### config.mk
export PLATFORM = sky130hd
export DESIGN_NAME = comment_assignment_extractor_flat
export DESIGN_NICKNAME = d
export VERILOG_FILES = /design/src/sv/cae_pkg.sv /design/src/sv/cae_in_if.sv /design/src/sv/cae_out_if.sv /design/src/sv/cae_cfg_if.sv /design/src/sv/cae_ctrl.sv /design/src/sv/cae_datapath.sv /design/src/sv/comment_assignment_extractor.sv /design/src/flat_wrapper.sv
export SDC_FILE = /design/constraint.sdc
export NUM_CORES = 1
export LEC_CHECK = 0
export ABC_AREA = 1
export BUFFER_PORTS_ARGS = -buffer_cell sky130_fd_sc_hd__buf_2
export CAP_MARGIN = 10
export CORE_ASPECT_RATIO = 1.2
export CORE_MARGIN = 2
export CORE_UTILIZATION = 35
export DETAILED_ROUTE_END_ITERATION = 6
export HOLD_SLACK_MARGIN = 0.08
export PLACE_DENSITY_LB_ADDON = 0.08
export SYNTH_ARGS = -nofsm -noshare
export SYNTH_HDL_FRONTEND = slang
export SYNTH_SLANG_ARGS = --single-unit
### constraint.sdc
create_clock -name clk -period 6.42 [get_ports clk]
set_clock_uncertainty 0.2 [all_clocks]
set_input_delay 0.321 -clock clk [delete_from_list [all_inputs] [get_ports clk]]
set_output_delay 0.321 -clock clk [all_outputs]
set_load 0.01 [all_outputs]
### src/sv/cae_pkg.sv
package cae_pkg;

  // Character codes
  localparam logic [7:0] CHAR_NUL  = 8'h00;
  localparam logic [7:0] CHAR_LF   = 8'h0A;
  localparam logic [7:0] CHAR_CR   = 8'h0D;
  localparam logic [7:0] CHAR_SP   = 8'h20;
  localparam logic [7:0] CHAR_SEMI = 8'h3B;
  localparam logic [7:0] CHAR_EQ   = 8'h3D;

  // Configuration port
  localparam int unsigned CFG_IDX_W = 4;
  localparam int unsigned LIMIT_W   = 5;
  localparam logic [CFG_IDX_W-1:0] REG_NAME_LIMIT  = CFG_IDX_W'(0);
  localparam logic [CFG_IDX_W-1:0] REG_VALUE_LIMIT = CFG_IDX_W'(1);
  localparam logic [LIMIT_W-1:0]   LIMIT_RESET     = LIMIT_W'(31);

  // Store depth defaults
  localparam int unsigned DEF_NAME_CHARS  = 31;
  localparam int unsigned DEF_VALUE_CHARS = 31;

  typedef enum logic [2:0] {
    MODE_START      = 3'd0,
    MODE_NAME_LEAD  = 3'd1,
    MODE_NAME       = 3'd2,
    MODE_VALUE_LEAD = 3'd3,
    MODE_VALUE      = 3'd4,
    MODE_SKIP       = 3'd5,
    MODE_DONE       = 3'd6
  } line_mode_t;

  typedef enum logic [1:0] {
    ST_IDLE       = 2'd0,
    ST_EMIT_NAME  = 2'd1,
    ST_EMIT_VALUE = 2'd2
  } ctl_state_t;

  typedef enum logic [1:0] {
    SEL_NAME_CHAR  = 2'd0,
    SEL_NAME_TERM  = 2'd1,
    SEL_VALUE_CHAR = 2'd2,
    SEL_VALUE_TERM = 2'd3
  } out_sel_t;

  typedef struct packed {
    logic     accept;
    logic     out_load;
    out_sel_t sel;
    logic     idx_inc;
    logic     idx_clr;
  } ctl_cmd_t;

  typedef struct packed {
    logic emit_req;
    logic out_free;
    logic name_more;
    logic value_more;
  } dp_status_t;

endpackage

### src/sv/cae_in_if.sv
interface cae_in_if;
  logic       valid;
  logic       ready;
  logic [7:0] data_byte;
  logic       end_of_stream;

  modport source (output valid, data_byte, end_of_stream, input ready);
  modport sink   (input valid, data_byte, end_of_stream, output ready);
endinterface

### src/sv/cae_out_if.sv
interface cae_out_if;
  logic       valid;
  logic       ready;
  logic       part_kind;
  logic [7:0] out_char;
  logic       is_terminator;
  logic       last;

  modport source (output valid, part_kind, out_char, is_terminator, last, input ready);
  modport sink   (input valid, part_kind, out_char, is_terminator, last, output ready);
endinterface

### src/sv/cae_cfg_if.sv
interface cae_cfg_if;
  logic                          valid;
  logic                          ready;
  logic [cae_pkg::CFG_IDX_W-1:0] index;
  logic [cae_pkg::LIMIT_W-1:0]   data;

  modport source (output valid, index, data, input ready);
  modport sink   (input valid, index, data, output ready);
endinterface

### src/sv/cae_ctrl.sv
module cae_ctrl (
  input  logic                clk,
  input  logic                rst,
  input  logic                items_valid,
  output logic                items_ready,
  input  cae_pkg::dp_status_t status,
  output cae_pkg::ctl_cmd_t   cmd
);

  cae_pkg::ctl_state_t state, state_next;

  always_ff @(posedge clk) begin
    if (rst) begin
      state <= cae_pkg::ST_IDLE;
    end else begin
      state <= state_next;
    end
  end

  always_comb begin
    state_next = state;
    unique case (state)
      cae_pkg::ST_IDLE: begin
        if (items_valid && status.emit_req) state_next = cae_pkg::ST_EMIT_NAME;
      end
      cae_pkg::ST_EMIT_NAME: begin
        if (status.out_free && !status.name_more) state_next = cae_pkg::ST_EMIT_VALUE;
      end
      cae_pkg::ST_EMIT_VALUE: begin
        if (status.out_free && !status.value_more) state_next = cae_pkg::ST_IDLE;
      end
      default: state_next = cae_pkg::ST_IDLE;
    endcase
  end

  always_comb begin
    items_ready  = 1'b0;
    cmd.accept   = 1'b0;
    cmd.out_load = 1'b0;
    cmd.sel      = cae_pkg::SEL_NAME_CHAR;
    cmd.idx_inc  = 1'b0;
    cmd.idx_clr  = 1'b0;
    unique case (state)
      cae_pkg::ST_IDLE: begin
        items_ready = 1'b1;
        cmd.accept  = items_valid;
        cmd.idx_clr = items_valid;
      end
      cae_pkg::ST_EMIT_NAME: begin
        if (status.out_free) begin
          cmd.out_load = 1'b1;
          if (status.name_more) begin
            cmd.sel     = cae_pkg::SEL_NAME_CHAR;
            cmd.idx_inc = 1'b1;
          end else begin
            cmd.sel     = cae_pkg::SEL_NAME_TERM;
            cmd.idx_clr = 1'b1;
          end
        end
      end
      cae_pkg::ST_EMIT_VALUE: begin
        if (status.out_free) begin
          cmd.out_load = 1'b1;
          if (status.value_more) begin
            cmd.sel     = cae_pkg::SEL_VALUE_CHAR;
            cmd.idx_inc = 1'b1;
          end else begin
            cmd.sel     = cae_pkg::SEL_VALUE_TERM;
            cmd.idx_clr = 1'b1;
          end
        end
      end
      default: begin
        items_ready = 1'b0;
      end
    endcase
  end

endmodule

### src/sv/cae_datapath.sv
module cae_datapath #(
  parameter int unsigned NAME_CHARS  = cae_pkg::DEF_NAME_CHARS,
  parameter int unsigned VALUE_CHARS = cae_pkg::DEF_VALUE_CHARS
) (
  input  logic                          clk,
  input  logic                          rst,
  input  logic [7:0]                    data_byte,
  input  logic                          end_of_stream,
  input  logic                          cfg_write,
  input  logic [cae_pkg::CFG_IDX_W-1:0] cfg_index,
  input  logic [cae_pkg::LIMIT_W-1:0]   cfg_data,
  input  logic                          out_ready,
  output logic                          out_valid,
  output logic                          out_kind,
  output logic [7:0]                    out_char,
  output logic                          out_term,
  output logic                          out_last,
  input  cae_pkg::ctl_cmd_t             cmd,
  output cae_pkg::dp_status_t           status
);

  localparam int unsigned NCW   = $clog2(NAME_CHARS + 1);
  localparam int unsigned VCW   = $clog2(VALUE_CHARS + 1);
  localparam int unsigned NIW   = (NAME_CHARS > 1) ? $clog2(NAME_CHARS) : 1;
  localparam int unsigned VIW   = (VALUE_CHARS > 1) ? $clog2(VALUE_CHARS) : 1;
  localparam int unsigned IDX_W = (NCW > VCW) ? NCW : VCW;

  logic [cae_pkg::LIMIT_W-1:0] name_limit, value_limit;

  cae_pkg::line_mode_t line_mode, line_mode_next;
  logic [7:0]     name_store  [NAME_CHARS];
  logic [7:0]     value_store [VALUE_CHARS];
  logic [NCW-1:0] name_count, name_trim_len, emit_name_len;
  logic [VCW-1:0] value_count, value_trim_len, emit_value_len;
  logic           line_not_empty;
  logic [IDX_W-1:0] idx;

  logic [5:0] name_lim, value_lim;
  logic       name_room, value_room;
  logic       is_cr, is_lf, is_nul, is_eq, is_sp;
  logic       line_end, byte_take, mode_emits;
  logic       keep_name, keep_value;
  logic       name_wr, value_wr;

  // Effective limits: smaller of register and store depth
  assign name_lim  = ({1'b0, name_limit} < 6'(NAME_CHARS)) ? {1'b0, name_limit} : 6'(NAME_CHARS);
  assign value_lim = ({1'b0, value_limit} < 6'(VALUE_CHARS)) ?
                     {1'b0, value_limit} : 6'(VALUE_CHARS);
  assign name_room  = 6'(name_count) < name_lim;
  assign value_room = 6'(value_count) < value_lim;

  assign is_cr  = data_byte == cae_pkg::CHAR_CR;
  assign is_lf  = data_byte == cae_pkg::CHAR_LF;
  assign is_nul = data_byte == cae_pkg::CHAR_NUL;
  assign is_eq  = data_byte == cae_pkg::CHAR_EQ;
  assign is_sp  = data_byte == cae_pkg::CHAR_SP;

  assign line_end  = cmd.accept && (end_of_stream || is_lf);
  assign byte_take = cmd.accept && !end_of_stream && !is_cr && !is_lf;

  assign mode_emits = (line_mode == cae_pkg::MODE_VALUE_LEAD) ||
                      (line_mode == cae_pkg::MODE_VALUE) ||
                      (line_mode == cae_pkg::MODE_DONE);

  // Next line mode for a content byte
  always_comb begin
    line_mode_next = line_mode;
    unique case (line_mode)
      cae_pkg::MODE_START: begin
        line_mode_next = (data_byte == cae_pkg::CHAR_SEMI) ?
                         cae_pkg::MODE_NAME_LEAD : cae_pkg::MODE_SKIP;
      end
      cae_pkg::MODE_NAME_LEAD: begin
        priority if (is_nul) line_mode_next = cae_pkg::MODE_SKIP;
        else if (is_eq)      line_mode_next = cae_pkg::MODE_VALUE_LEAD;
        else if (!is_sp)     line_mode_next = cae_pkg::MODE_NAME;
        else                 line_mode_next = line_mode;
      end
      cae_pkg::MODE_NAME: begin
        priority if (is_nul) line_mode_next = cae_pkg::MODE_SKIP;
        else if (is_eq)      line_mode_next = cae_pkg::MODE_VALUE_LEAD;
        else                 line_mode_next = line_mode;
      end
      cae_pkg::MODE_VALUE_LEAD: begin
        priority if (is_nul) line_mode_next = cae_pkg::MODE_DONE;
        else if (!is_sp)     line_mode_next = cae_pkg::MODE_VALUE;
        else                 line_mode_next = line_mode;
      end
      cae_pkg::MODE_VALUE: begin
        if (is_nul) line_mode_next = cae_pkg::MODE_DONE;
      end
      cae_pkg::MODE_SKIP, cae_pkg::MODE_DONE: begin
        line_mode_next = line_mode;
      end
      default: line_mode_next = cae_pkg::MODE_SKIP;
    endcase
  end

  // Which store takes the byte
  always_comb begin
    keep_name  = 1'b0;
    keep_value = 1'b0;
    unique case (line_mode)
      cae_pkg::MODE_NAME_LEAD:  keep_name  = !is_nul && !is_eq && !is_sp;
      cae_pkg::MODE_NAME:       keep_name  = !is_nul && !is_eq;
      cae_pkg::MODE_VALUE_LEAD: keep_value = !is_nul && !is_sp;
      cae_pkg::MODE_VALUE:      keep_value = !is_nul;
      default: begin
        keep_name  = 1'b0;
        keep_value = 1'b0;
      end
    endcase
  end

  assign name_wr  = byte_take && keep_name && name_room;
  assign value_wr = byte_take && keep_value && value_room;

  always_ff @(posedge clk) begin
    if (name_wr) name_store[name_count[NIW-1:0]] <= data_byte;
    if (value_wr) value_store[value_count[VIW-1:0]] <= data_byte;
    if (line_end) begin
      emit_name_len  <= name_trim_len;
      emit_value_len <= value_trim_len;
    end
  end

  always_ff @(posedge clk) begin
    if (rst) begin
      name_limit     <= cae_pkg::LIMIT_RESET;
      value_limit    <= cae_pkg::LIMIT_RESET;
      line_mode      <= cae_pkg::MODE_START;
      name_count     <= '0;
      name_trim_len  <= '0;
      value_count    <= '0;
      value_trim_len <= '0;
      line_not_empty <= 1'b0;
    end else begin
      if (cfg_write && cfg_index == cae_pkg::REG_NAME_LIMIT) name_limit <= cfg_data;
      if (cfg_write && cfg_index == cae_pkg::REG_VALUE_LIMIT) value_limit <= cfg_data;
      if (line_end) begin
        line_mode      <= cae_pkg::MODE_START;
        name_count     <= '0;
        name_trim_len  <= '0;
        value_count    <= '0;
        value_trim_len <= '0;
        line_not_empty <= 1'b0;
      end else if (byte_take) begin
        line_not_empty <= 1'b1;
        line_mode      <= line_mode_next;
        if (name_wr) begin
          name_count <= name_count + NCW'(1);
          if (!is_sp) name_trim_len <= name_count + NCW'(1);
        end
        if (value_wr) begin
          value_count <= value_count + VCW'(1);
          if (!is_sp) value_trim_len <= value_count + VCW'(1);
        end
      end
    end
  end

  // Emission index
  always_ff @(posedge clk) begin
    if (rst) begin
      idx <= '0;
    end else if (cmd.idx_clr) begin
      idx <= '0;
    end else if (cmd.idx_inc) begin
      idx <= idx + IDX_W'(1);
    end
  end

  // Output register
  always_ff @(posedge clk) begin
    if (rst) begin
      out_valid <= 1'b0;
    end else if (cmd.out_load) begin
      out_valid <= 1'b1;
    end else if (out_ready) begin
      out_valid <= 1'b0;
    end
  end

  always_ff @(posedge clk) begin
    if (cmd.out_load) begin
      unique case (cmd.sel)
        cae_pkg::SEL_NAME_CHAR: begin
          out_kind <= 1'b0;
          out_char <= name_store[idx[NIW-1:0]];
          out_term <= 1'b0;
          out_last <= 1'b0;
        end
        cae_pkg::SEL_NAME_TERM: begin
          out_kind <= 1'b0;
          out_char <= cae_pkg::CHAR_NUL;
          out_term <= 1'b1;
          out_last <= 1'b0;
        end
        cae_pkg::SEL_VALUE_CHAR: begin
          out_kind <= 1'b1;
          out_char <= value_store[idx[VIW-1:0]];
          out_term <= 1'b0;
          out_last <= 1'b0;
        end
        cae_pkg::SEL_VALUE_TERM: begin
          out_kind <= 1'b1;
          out_char <= cae_pkg::CHAR_NUL;
          out_term <= 1'b1;
          out_last <= 1'b1;
        end
        default: begin
          out_kind <= 1'b0;
          out_char <= cae_pkg::CHAR_NUL;
          out_term <= 1'b0;
          out_last <= 1'b0;
        end
      endcase
    end
  end

  assign status.emit_req   = (end_of_stream ? line_not_empty : is_lf) && mode_emits;
  assign status.out_free   = !out_valid || out_ready;
  assign status.name_more  = idx < IDX_W'(emit_name_len);
  assign status.value_more = idx < IDX_W'(emit_value_len);

endmodule

### src/sv/comment_assignment_extractor.sv
// Channel   Dir   Payload                                    Handshake
// items     in    data_byte[7:0], end_of_stream              valid/ready
// results   out   part_kind, out_char[7:0], is_terminator,   valid/ready
//                 last
// cfg       in    index[3:0], data[4:0]                      valid/ready, ready always 1
//
// Flow: an ordinary byte, CR or a line end with nothing to report is taken
// at once. A reported line end is taken, then its results (name chars + 1 + value
// chars + 1) leave the single output register one per cycle while results.ready=1.
// Reset: synchronous rst clears the parser to line start and both limits to 31;
// store contents are not cleared (only entries of the current line are read).
// Stalls: results sit in an output register; the next byte is taken while the
// value terminator still waits there. items.ready is low during a burst.
module comment_assignment_extractor #(
  parameter int unsigned NAME_CHARS  = cae_pkg::DEF_NAME_CHARS,
  parameter int unsigned VALUE_CHARS = cae_pkg::DEF_VALUE_CHARS
) (
  input logic      clk,
  input logic      rst,
  cae_in_if.sink   items,
  cae_out_if.source results,
  cae_cfg_if.sink  cfg
);

  cae_pkg::ctl_cmd_t   cmd;
  cae_pkg::dp_status_t status;
  logic                items_ready;

  // Limits are plain registers; a write takes effect in the next cycle
  assign cfg.ready   = 1'b1;
  assign items.ready = items_ready;

  cae_ctrl u_ctrl (
    .clk         (clk),
    .rst         (rst),
    .items_valid (items.valid),
    .items_ready (items_ready),
    .status      (status),
    .cmd         (cmd)
  );

  cae_datapath #(
    .NAME_CHARS  (NAME_CHARS),
    .VALUE_CHARS (VALUE_CHARS)
  ) u_datapath (
    .clk           (clk),
    .rst           (rst),
    .data_byte     (items.data_byte),
    .end_of_stream (items.end_of_stream),
    .cfg_write     (cfg.valid),
    .cfg_index     (cfg.index),
    .cfg_data      (cfg.data),
    .out_ready     (results.ready),
    .out_valid     (results.valid),
    .out_kind      (results.part_kind),
    .out_char      (results.out_char),
    .out_term      (results.is_terminator),
    .out_last      (results.last),
    .cmd           (cmd),
    .status        (status)
  );

endmodule
### src/flat_wrapper.sv
// flat-port wrapper written by rule: the top's interface ports become plain ports
module comment_assignment_extractor_flat 
#(
  parameter int unsigned NAME_CHARS  = cae_pkg::DEF_NAME_CHARS,
  parameter int unsigned VALUE_CHARS = cae_pkg::DEF_VALUE_CHARS
)
  (clk, rst, items_valid, items_data_byte, items_end_of_stream, items_ready, results_valid, results_part_kind, results_out_char, results_is_terminator, results_last, results_ready, cfg_valid, cfg_index, cfg_data, cfg_ready);
  cae_in_if items_i ();
  cae_out_if results_i ();
  cae_cfg_if cfg_i ();
  input logic clk;
  input logic rst;
  input wire logic [$bits(items_i.valid)-1:0] items_valid;
  input wire logic [$bits(items_i.data_byte)-1:0] items_data_byte;
  input wire logic [$bits(items_i.end_of_stream)-1:0] items_end_of_stream;
  output wire logic [$bits(items_i.ready)-1:0] items_ready;
  output wire logic [$bits(results_i.valid)-1:0] results_valid;
  output wire logic [$bits(results_i.part_kind)-1:0] results_part_kind;
  output wire logic [$bits(results_i.out_char)-1:0] results_out_char;
  output wire logic [$bits(results_i.is_terminator)-1:0] results_is_terminator;
  output wire logic [$bits(results_i.last)-1:0] results_last;
  input wire logic [$bits(results_i.ready)-1:0] results_ready;
  input wire logic [$bits(cfg_i.valid)-1:0] cfg_valid;
  input wire logic [$bits(cfg_i.index)-1:0] cfg_index;
  input wire logic [$bits(cfg_i.data)-1:0] cfg_data;
  output wire logic [$bits(cfg_i.ready)-1:0] cfg_ready;
  assign items_i.valid = items_valid;
  assign items_i.data_byte = items_data_byte;
  assign items_i.end_of_stream = items_end_of_stream;
  assign items_ready = items_i.ready;
  assign results_valid = results_i.valid;
  assign results_part_kind = results_i.part_kind;
  assign results_out_char = results_i.out_char;
  assign results_is_terminator = results_i.is_terminator;
  assign results_last = results_i.last;
  assign results_i.ready = results_ready;
  assign cfg_i.valid = cfg_valid;
  assign cfg_i.index = cfg_index;
  assign cfg_i.data = cfg_data;
  assign cfg_ready = cfg_i.ready;
  comment_assignment_extractor #(.NAME_CHARS(NAME_CHARS), .VALUE_CHARS(VALUE_CHARS)) u_core (.clk(clk), .rst(rst), .items(items_i), .results(results_i), .cfg(cfg_i));
endmodule
Word-level counts from Yosys, hierarchy flattened

Memory sizes are Yosys's and may differ from the RTL's. A register that Yosys moved wholly into a read port is not among the register bits.
Cells that the tools add are included.

$add $sub $neg: 3
Magnitude comparators: 6
Equal/unequal tests: 24
Mux-type cells: 45
Bitwise logic cells: 2
Reduce and logical (&&, ||, !) cells: 50

Operator list:

| cell                | number |
|---|---|
| $mux 5              | 8 |
| $mux 3              | 9 |
| $eq 8x6->1 const B  | 3 |
| $pmux 8 s3          | 1 |
| $lt 5x5->1          | 4 |
| $pmux 3 s6          | 1 |
| $logic_and 1x1->1   | 17 |
| $eq 8x4->1 const B  | 2 |
| $add 5x1->5 const B | 3 |
| $mux 1              | 15 |
| $reduce_or 2->1     | 7 |
| $lt 5x5->1 const B  | 2 |
| $pmux 1 s2          | 5 |
| $eq 3x3->1 const B  | 3 |
| $logic_not 1->1     | 9 |
| $reduce_and 3->1    | 3 |
| $logic_not 8->1     | 1 |
| $ne 2x2->1 const B  | 4 |
| $pmux 4 s2          | 1 |
| $eq 2x2->1 const B  | 3 |
| $eq 3x2->1 const B  | 2 |
| $mux 2              | 3 |
| $ne 3x3->1 const B  | 2 |
| $pmux 2 s3          | 1 |
| 14 further kinds    | 21 |

Bits in registers: 63
Bits in writable memories: 496
Output and inout bits: 14
Logic and storage cells: 149
Memories: 2

Memories:

| memory                        | words | bits a word | read ports | clocked after Yosys merged registers in | write ports | RTL line           | RTL |
|---|---|---|---|---|---|---|---|
| u_core.u_datapath.name_store  | 31    | 8           | 1          | 1                                       | 1           | cae_datapath.sv:31 | `logic [7:0] name_store [NAME_CHARS];` |
| u_core.u_datapath.value_store | 31    | 8           | 1          | 1                                       | 1           | cae_datapath.sv:32 | `logic [7:0] value_store [VALUE_CHARS];` |

Logic depth before layout (Yosys ltp)

Depth in word-level cells: 9
Gate-level depth with buffers: 13
Depth with buffers taken out: 12

Hierarchy

From an unflattened synthesis, not the netlist that was laid out.

Cell total of the unflattened synthesis: 2191
Area, all modules: 23994.3 sq um

Modules (own cells, without submodules):

| module                       | instances | cells an instance | area each (sq um) | sequential area each (sq um) |
|---|---|---|---|---|
| cae_datapath                 | 1         | 2143              | 23705.2           | 16425.8 |
| cae_ctrl                     | 1         | 46                | 277.8             | 40.0 |
| comment_assignment_extractor | 1         | 2                 | 11.3              | 0.0 |

Least setup slack after synthesis

Ideal clock, no wire load.

Kind: reg2reg
From: register u_core.u_ctrl.state[0]
To: memory u_core.u_datapath.value_store[0][0] (enable)
Library setup time: 0.370 ns
Arrival time: 1.844 ns
Required time: 5.850 ns
Setup slack: 4.005 ns
Cell stages (with the launch flop): 11
Buffers on the path: 0
Path through: dfxtp_1 -> inv_1 -> ha_1 -> nand2_1 -> nor2_1 -> nand2_1 -> nor2_4 -> nand3_2 -> inv_4 -> nand2_4 -> nor2_1

Cells in the longest elaborated chain, start to end: 9

Ends and longest elaborated chain:

| item                            | RTL line            | RTL |
|---|---|---|
| start, declared                 | cae_ctrl.sv:10      | `cae_pkg::ctl_state_t state, state_next;` |
| start signal, assigned          | cae_ctrl.sv:14      | `state <= cae_pkg::ST_IDLE;` |
| start signal, assigned          | cae_ctrl.sv:16      | `state <= state_next;` |
| $logic_not 2->1                 | cae_ctrl.sv:43      | `unique case (state)` |
| $mux 1                          | cae_ctrl.sv:43      |  |
| $logic_and 1x1->1 (3 in series) | cae_datapath.sv:59  | `assign byte_take = cmd.accept && !end_of_stream && !is_cr && !is_lf;` |
| $logic_and 1x1->1 (2 in series) | cae_datapath.sv:116 | `assign value_wr = byte_take && keep_value && value_room;` |
| $mux 1                          | cae_datapath.sv:120 | `if (value_wr) value_store[value_count[VIW-1:0]] <= data_byte;` |
| $mux 1 (implied by the code)    | cae_datapath.sv:120 |  |
| end, declared                   | cae_datapath.sv:32  |  |

Every way passes these cells.

Worst setup path in the final report

From: input items_data_byte[6]
To: memory u_core.u_datapath.name_store[7][0] (enable)

Cells in the longest elaborated chain, start to end: 9

Ends and longest elaborated chain:

| item                                          | RTL line                                 | RTL |
|---|---|---|
| start, declared                               | flat_wrapper.sv:14                       | `input wire logic [$bits(items_i.data_byte)-1:0] items_data_byte;` |
| $eq 8x6->1 or $logic_not 8->1 (tied branches) | cae_datapath.sv:55, cae_datapath.sv:54   |  |
| $logic_not 1->1                               | cae_datapath.sv:104, cae_datapath.sv:105 |  |
| $logic_and 1x1->1                             | cae_datapath.sv:104, cae_datapath.sv:105 |  |
| $logic_and 1x1->1                             | cae_datapath.sv:104                      | `cae_pkg::MODE_NAME_LEAD: keep_name = !is_nul && !is_eq && !is_sp;` |
| $pmux 1 s2                                    | cae_datapath.sv:103                      | `unique case (line_mode)` |
| $logic_and 1x1->1 * (2 in series)             | cae_datapath.sv:115                      | `assign name_wr = byte_take && keep_name && name_room;` |
| $mux 1 *                                      | cae_datapath.sv:119                      | `if (name_wr) name_store[name_count[NIW-1:0]] <= data_byte;` |
| $mux 1 (implied by the code) *                | cae_datapath.sv:119                      |  |
| end, declared                                 | cae_datapath.sv:31                       |  |

Every way passes the cells marked *; elsewhere a longest branch is shown, timed or not.

==> metrics.txt <==
maximum number of pins on one net before global-route repair 148; final estimated routing congestion in global placement 0.835; TritonCTS clock tree yes; net count after synthesis 2346; area share of the leading cell type in the synthesized netlist 64.1%; Final Cycle Share 60.9%; startpoint class of the critical path primary input; Max Cap Violations 0; Top FF cell, synth edfxtp_1; Bufs and invs on worst path 5; Cells on Worst Hold Path 1; Hold-fix buffers, CTS 23; average size of a mapped cell 10.6 sq um; number of setup buffers added after CTS 0; RSZ-0062 raised after global routing false; clock sink total 564; arrival time reported for the critical path endpoint 3.95 ns; Remaining DRCs 0; number of cells on the critical path 13; Via Count 16205; worst min path class primary input to flip-flop; number of flip-flops and latches in the synthesized netlist 564; min cycle time layout ~3.9 ns; Yosys cell types 35; Total Die Area 71300 sq um; Slew headroom between 30% and 40%; detailed-route wire length per cell 20.1 microns; combined global-route utilization of all metal layers 18.6%; GR Overflow Total 0; NumNets Final roughly 2400; peak fanout along the critical path 37; count of final max-slew check failures 0; aggregate negative setup slack 0 ns; clk slew on worst S/H paths 0.06 ns; Crit Reg-Reg Endpoint u_core.u_datapath.out_char[0]; start point of the critical path items_data_byte[6]; count of cells resized by post-cts repair 0; number of H-tree branching levels 2; share of post-route cells with drive strength above 1 7.80%; ys async rst share 0%; HPWL after detailed placement 40900 microns; final hold violation count 0; actual transition at the worst max-transition pin 1.00 ns; iteration count of the initial detailed-routing pass 7; antenna viol nets, final 0; ordered list of cells on the worst path dlygate4sd3_1, buf_2, buf_4, inv_1, nand2_1, nor2_2, nand2_4, o21ai_0, nor2_1, nand3_2, inv_2, nand2_1, nor2_1; Highest Clock Rate 0.256 GHz; Fill cells ~6600; top area cells in the synthesized netlist edfxtp_1, nand2_1, nand3_1; num ports 37; Die X around 240 microns; vertical die dimension just under 300 microns; synthesized cell area 24200 sq um; required time at the worst-slack endpoint 6.47 ns; source-to-sink clock delay at the later pin of the worst-skew pair 0.61 ns; min setup slack post-route roughly 2.5 ns; starting utilization of the core area 35.4%; number of cells traversed by the worst register-to-register path 10; number of port buffers 35; number of DRC markers after the initial detailed-route iteration roughly 1100; CP peak stage delay 0.73 ns; EDFF count, synth 517; Setup WS pre-CTS approximately 2.3 ns; Critical Path Slowest Stage Cell nor2_1; antenna violations before repair 0; average via count per standard cell 4.94; Post-Syn Instances about 2300; total power after layout 0.00832 W; hold_sp items_data_byte[7]; category of the critical setup timing path primary input to flip-flop; area inside the core boundary about 68000 sq um; wire length of the first global-routing pass ~100000 microns; power density over the cells approximately 300 nW/um^2; clk buf depth 3; Worst Setup EP u_core.u_datapath.name_store[7][0]; row count around 110; Largest delay share family, worst path buffers and inverters; Lkg Pwr between 10 and 15 nW; sequential area share after synthesis 68.0%; Synth Warn # 0; sort of element at the end of the critical path flip-flop; number of global-route vias before repair 16332; TritonCTS Buffers 59; clock root buffer master clkbuf_16; status finished clean; total detailed-routing wirelength between 60000 and 70000 microns; worst vdd rail ir drop 205 uV; final setup fails 0; cell accounting for the most synthesized area edfxtp_1; setup slack on the worst flop-to-flop path between 3 and 4 ns; Syn-to-layout area delta 12.8%
==> registers in the layout, indices dropped and copies added, names as in the netlist, 5 cells and up, named ones only <==
signal	cells
u_core.u_datapath.name_store	248
u_core.u_datapath.value_store	248
u_core.u_datapath.out_char	8
u_core.u_datapath.emit_name_len	5
u_core.u_datapath.emit_value_len	5
u_core.u_datapath.idx	5
u_core.u_datapath.name_count	5
u_core.u_datapath.name_limit	5
u_core.u_datapath.name_trim_len	5
u_core.u_datapath.value_count	5
u_core.u_datapath.value_limit	5
u_core.u_datapath.value_trim_len	5
==> layout by cell type, fill, tap and decap left out, drive strengths merged, types with 47 or more instances in the layout <==
cell type,n
o21ai,71
nand3,356
buf,57
dfxtp,47
inv,147
edfxtp,517
clkbuf,78
nand2,668
nor2,257
a21oi,53
==> metal layers <==
metal | track usage (%) | share of wire (%) | vias to the layer above
met4 | 6.83 | 3.5 | 0
met5 | 0 | 0 | -
met2 | 32.7 | 50 | 293
met3 | 2.59 | 3.5 | 123
li1 | - | - | 7825
met1 | 23.1 | 43 | 7964
==> kinds of logic after synthesis <==
kind of cell,Yosys count,share of synthesized area (%)
xor+xnor,8,0.290
other cells,1,0.0155
compound gates,137,2.98
simple gates,1295,22.5
fa+ha+maj,29,1.50
buf+inv,260,4.64
flops,564,68.0
==> cell type report <==
cell class	instances	area [sq um]	share of cell area (%)
clock buffers	78	1640	6.01
repair buffers	80	583	2.14
inverters	147	566	2.07
clock inverters	34	277	1.01
flip-flops and latches	564	16500	60.4
multi-input cells	1470	6610	24.2
well taps	909	1140	4.17
diodes	1	2.50	0.00917
==> through the flow <==
step	util (%)	instances	hold slack, ns	cell area, sq um
after floorplan	-	2294	0.208	24200
after global placement	36.7	3147	0.215	25100
after detailed placement	36.7	3147	0.220	25100
after CTS	39.9	3282	0.0883	27300
after global routing	39.9	3282	0.104	27300
final	39.9	3283	0.113	27300
==> report_power, final <==
| group | internal, W | leakage (nW) | switching, W |
|---|---|---|---|
| Clock | 0.00195 | 0.948 | 0.00143 |
| Combinational | 0.000222 | 4.31 | 0.000594 |
| Sequential | 0.00407 | 5.03 | 0.0000523 |
==> synthesized netlist by cell type, drive strengths merged, types with 2 or more instances <==
master / number
a21oi: 53
buf: 81
clkbuf: 32
clkinv: 2
dfxtp: 47
edfxtp: 517
ha: 29
inv: 145
nand2: 668
nand3: 356
nand3b: 3
nand4: 5
nor2: 257
nor3: 2
nor4: 2
o211ai: 12
o21ai: 71
or2: 2
xnor2: 3
xor2: 5
==> how the worst min path moves through the flow <==
stage / to / slack [ns]
after floorplan: u_core.u_datapath.emit_value_len[0] / 0.21
after global placement: u_core.u_datapath.emit_value_len[1] / 0.22
after detailed placement: u_core.u_datapath.emit_name_len[4] / 0.22
after CTS: u_core.u_datapath.value_store[4][7] / 0.09
after global routing: u_core.u_datapath.value_store[9][7] / 0.10
final: u_core.u_datapath.value_store[9][7] / 0.11
(Power assumes the default switching activity.)
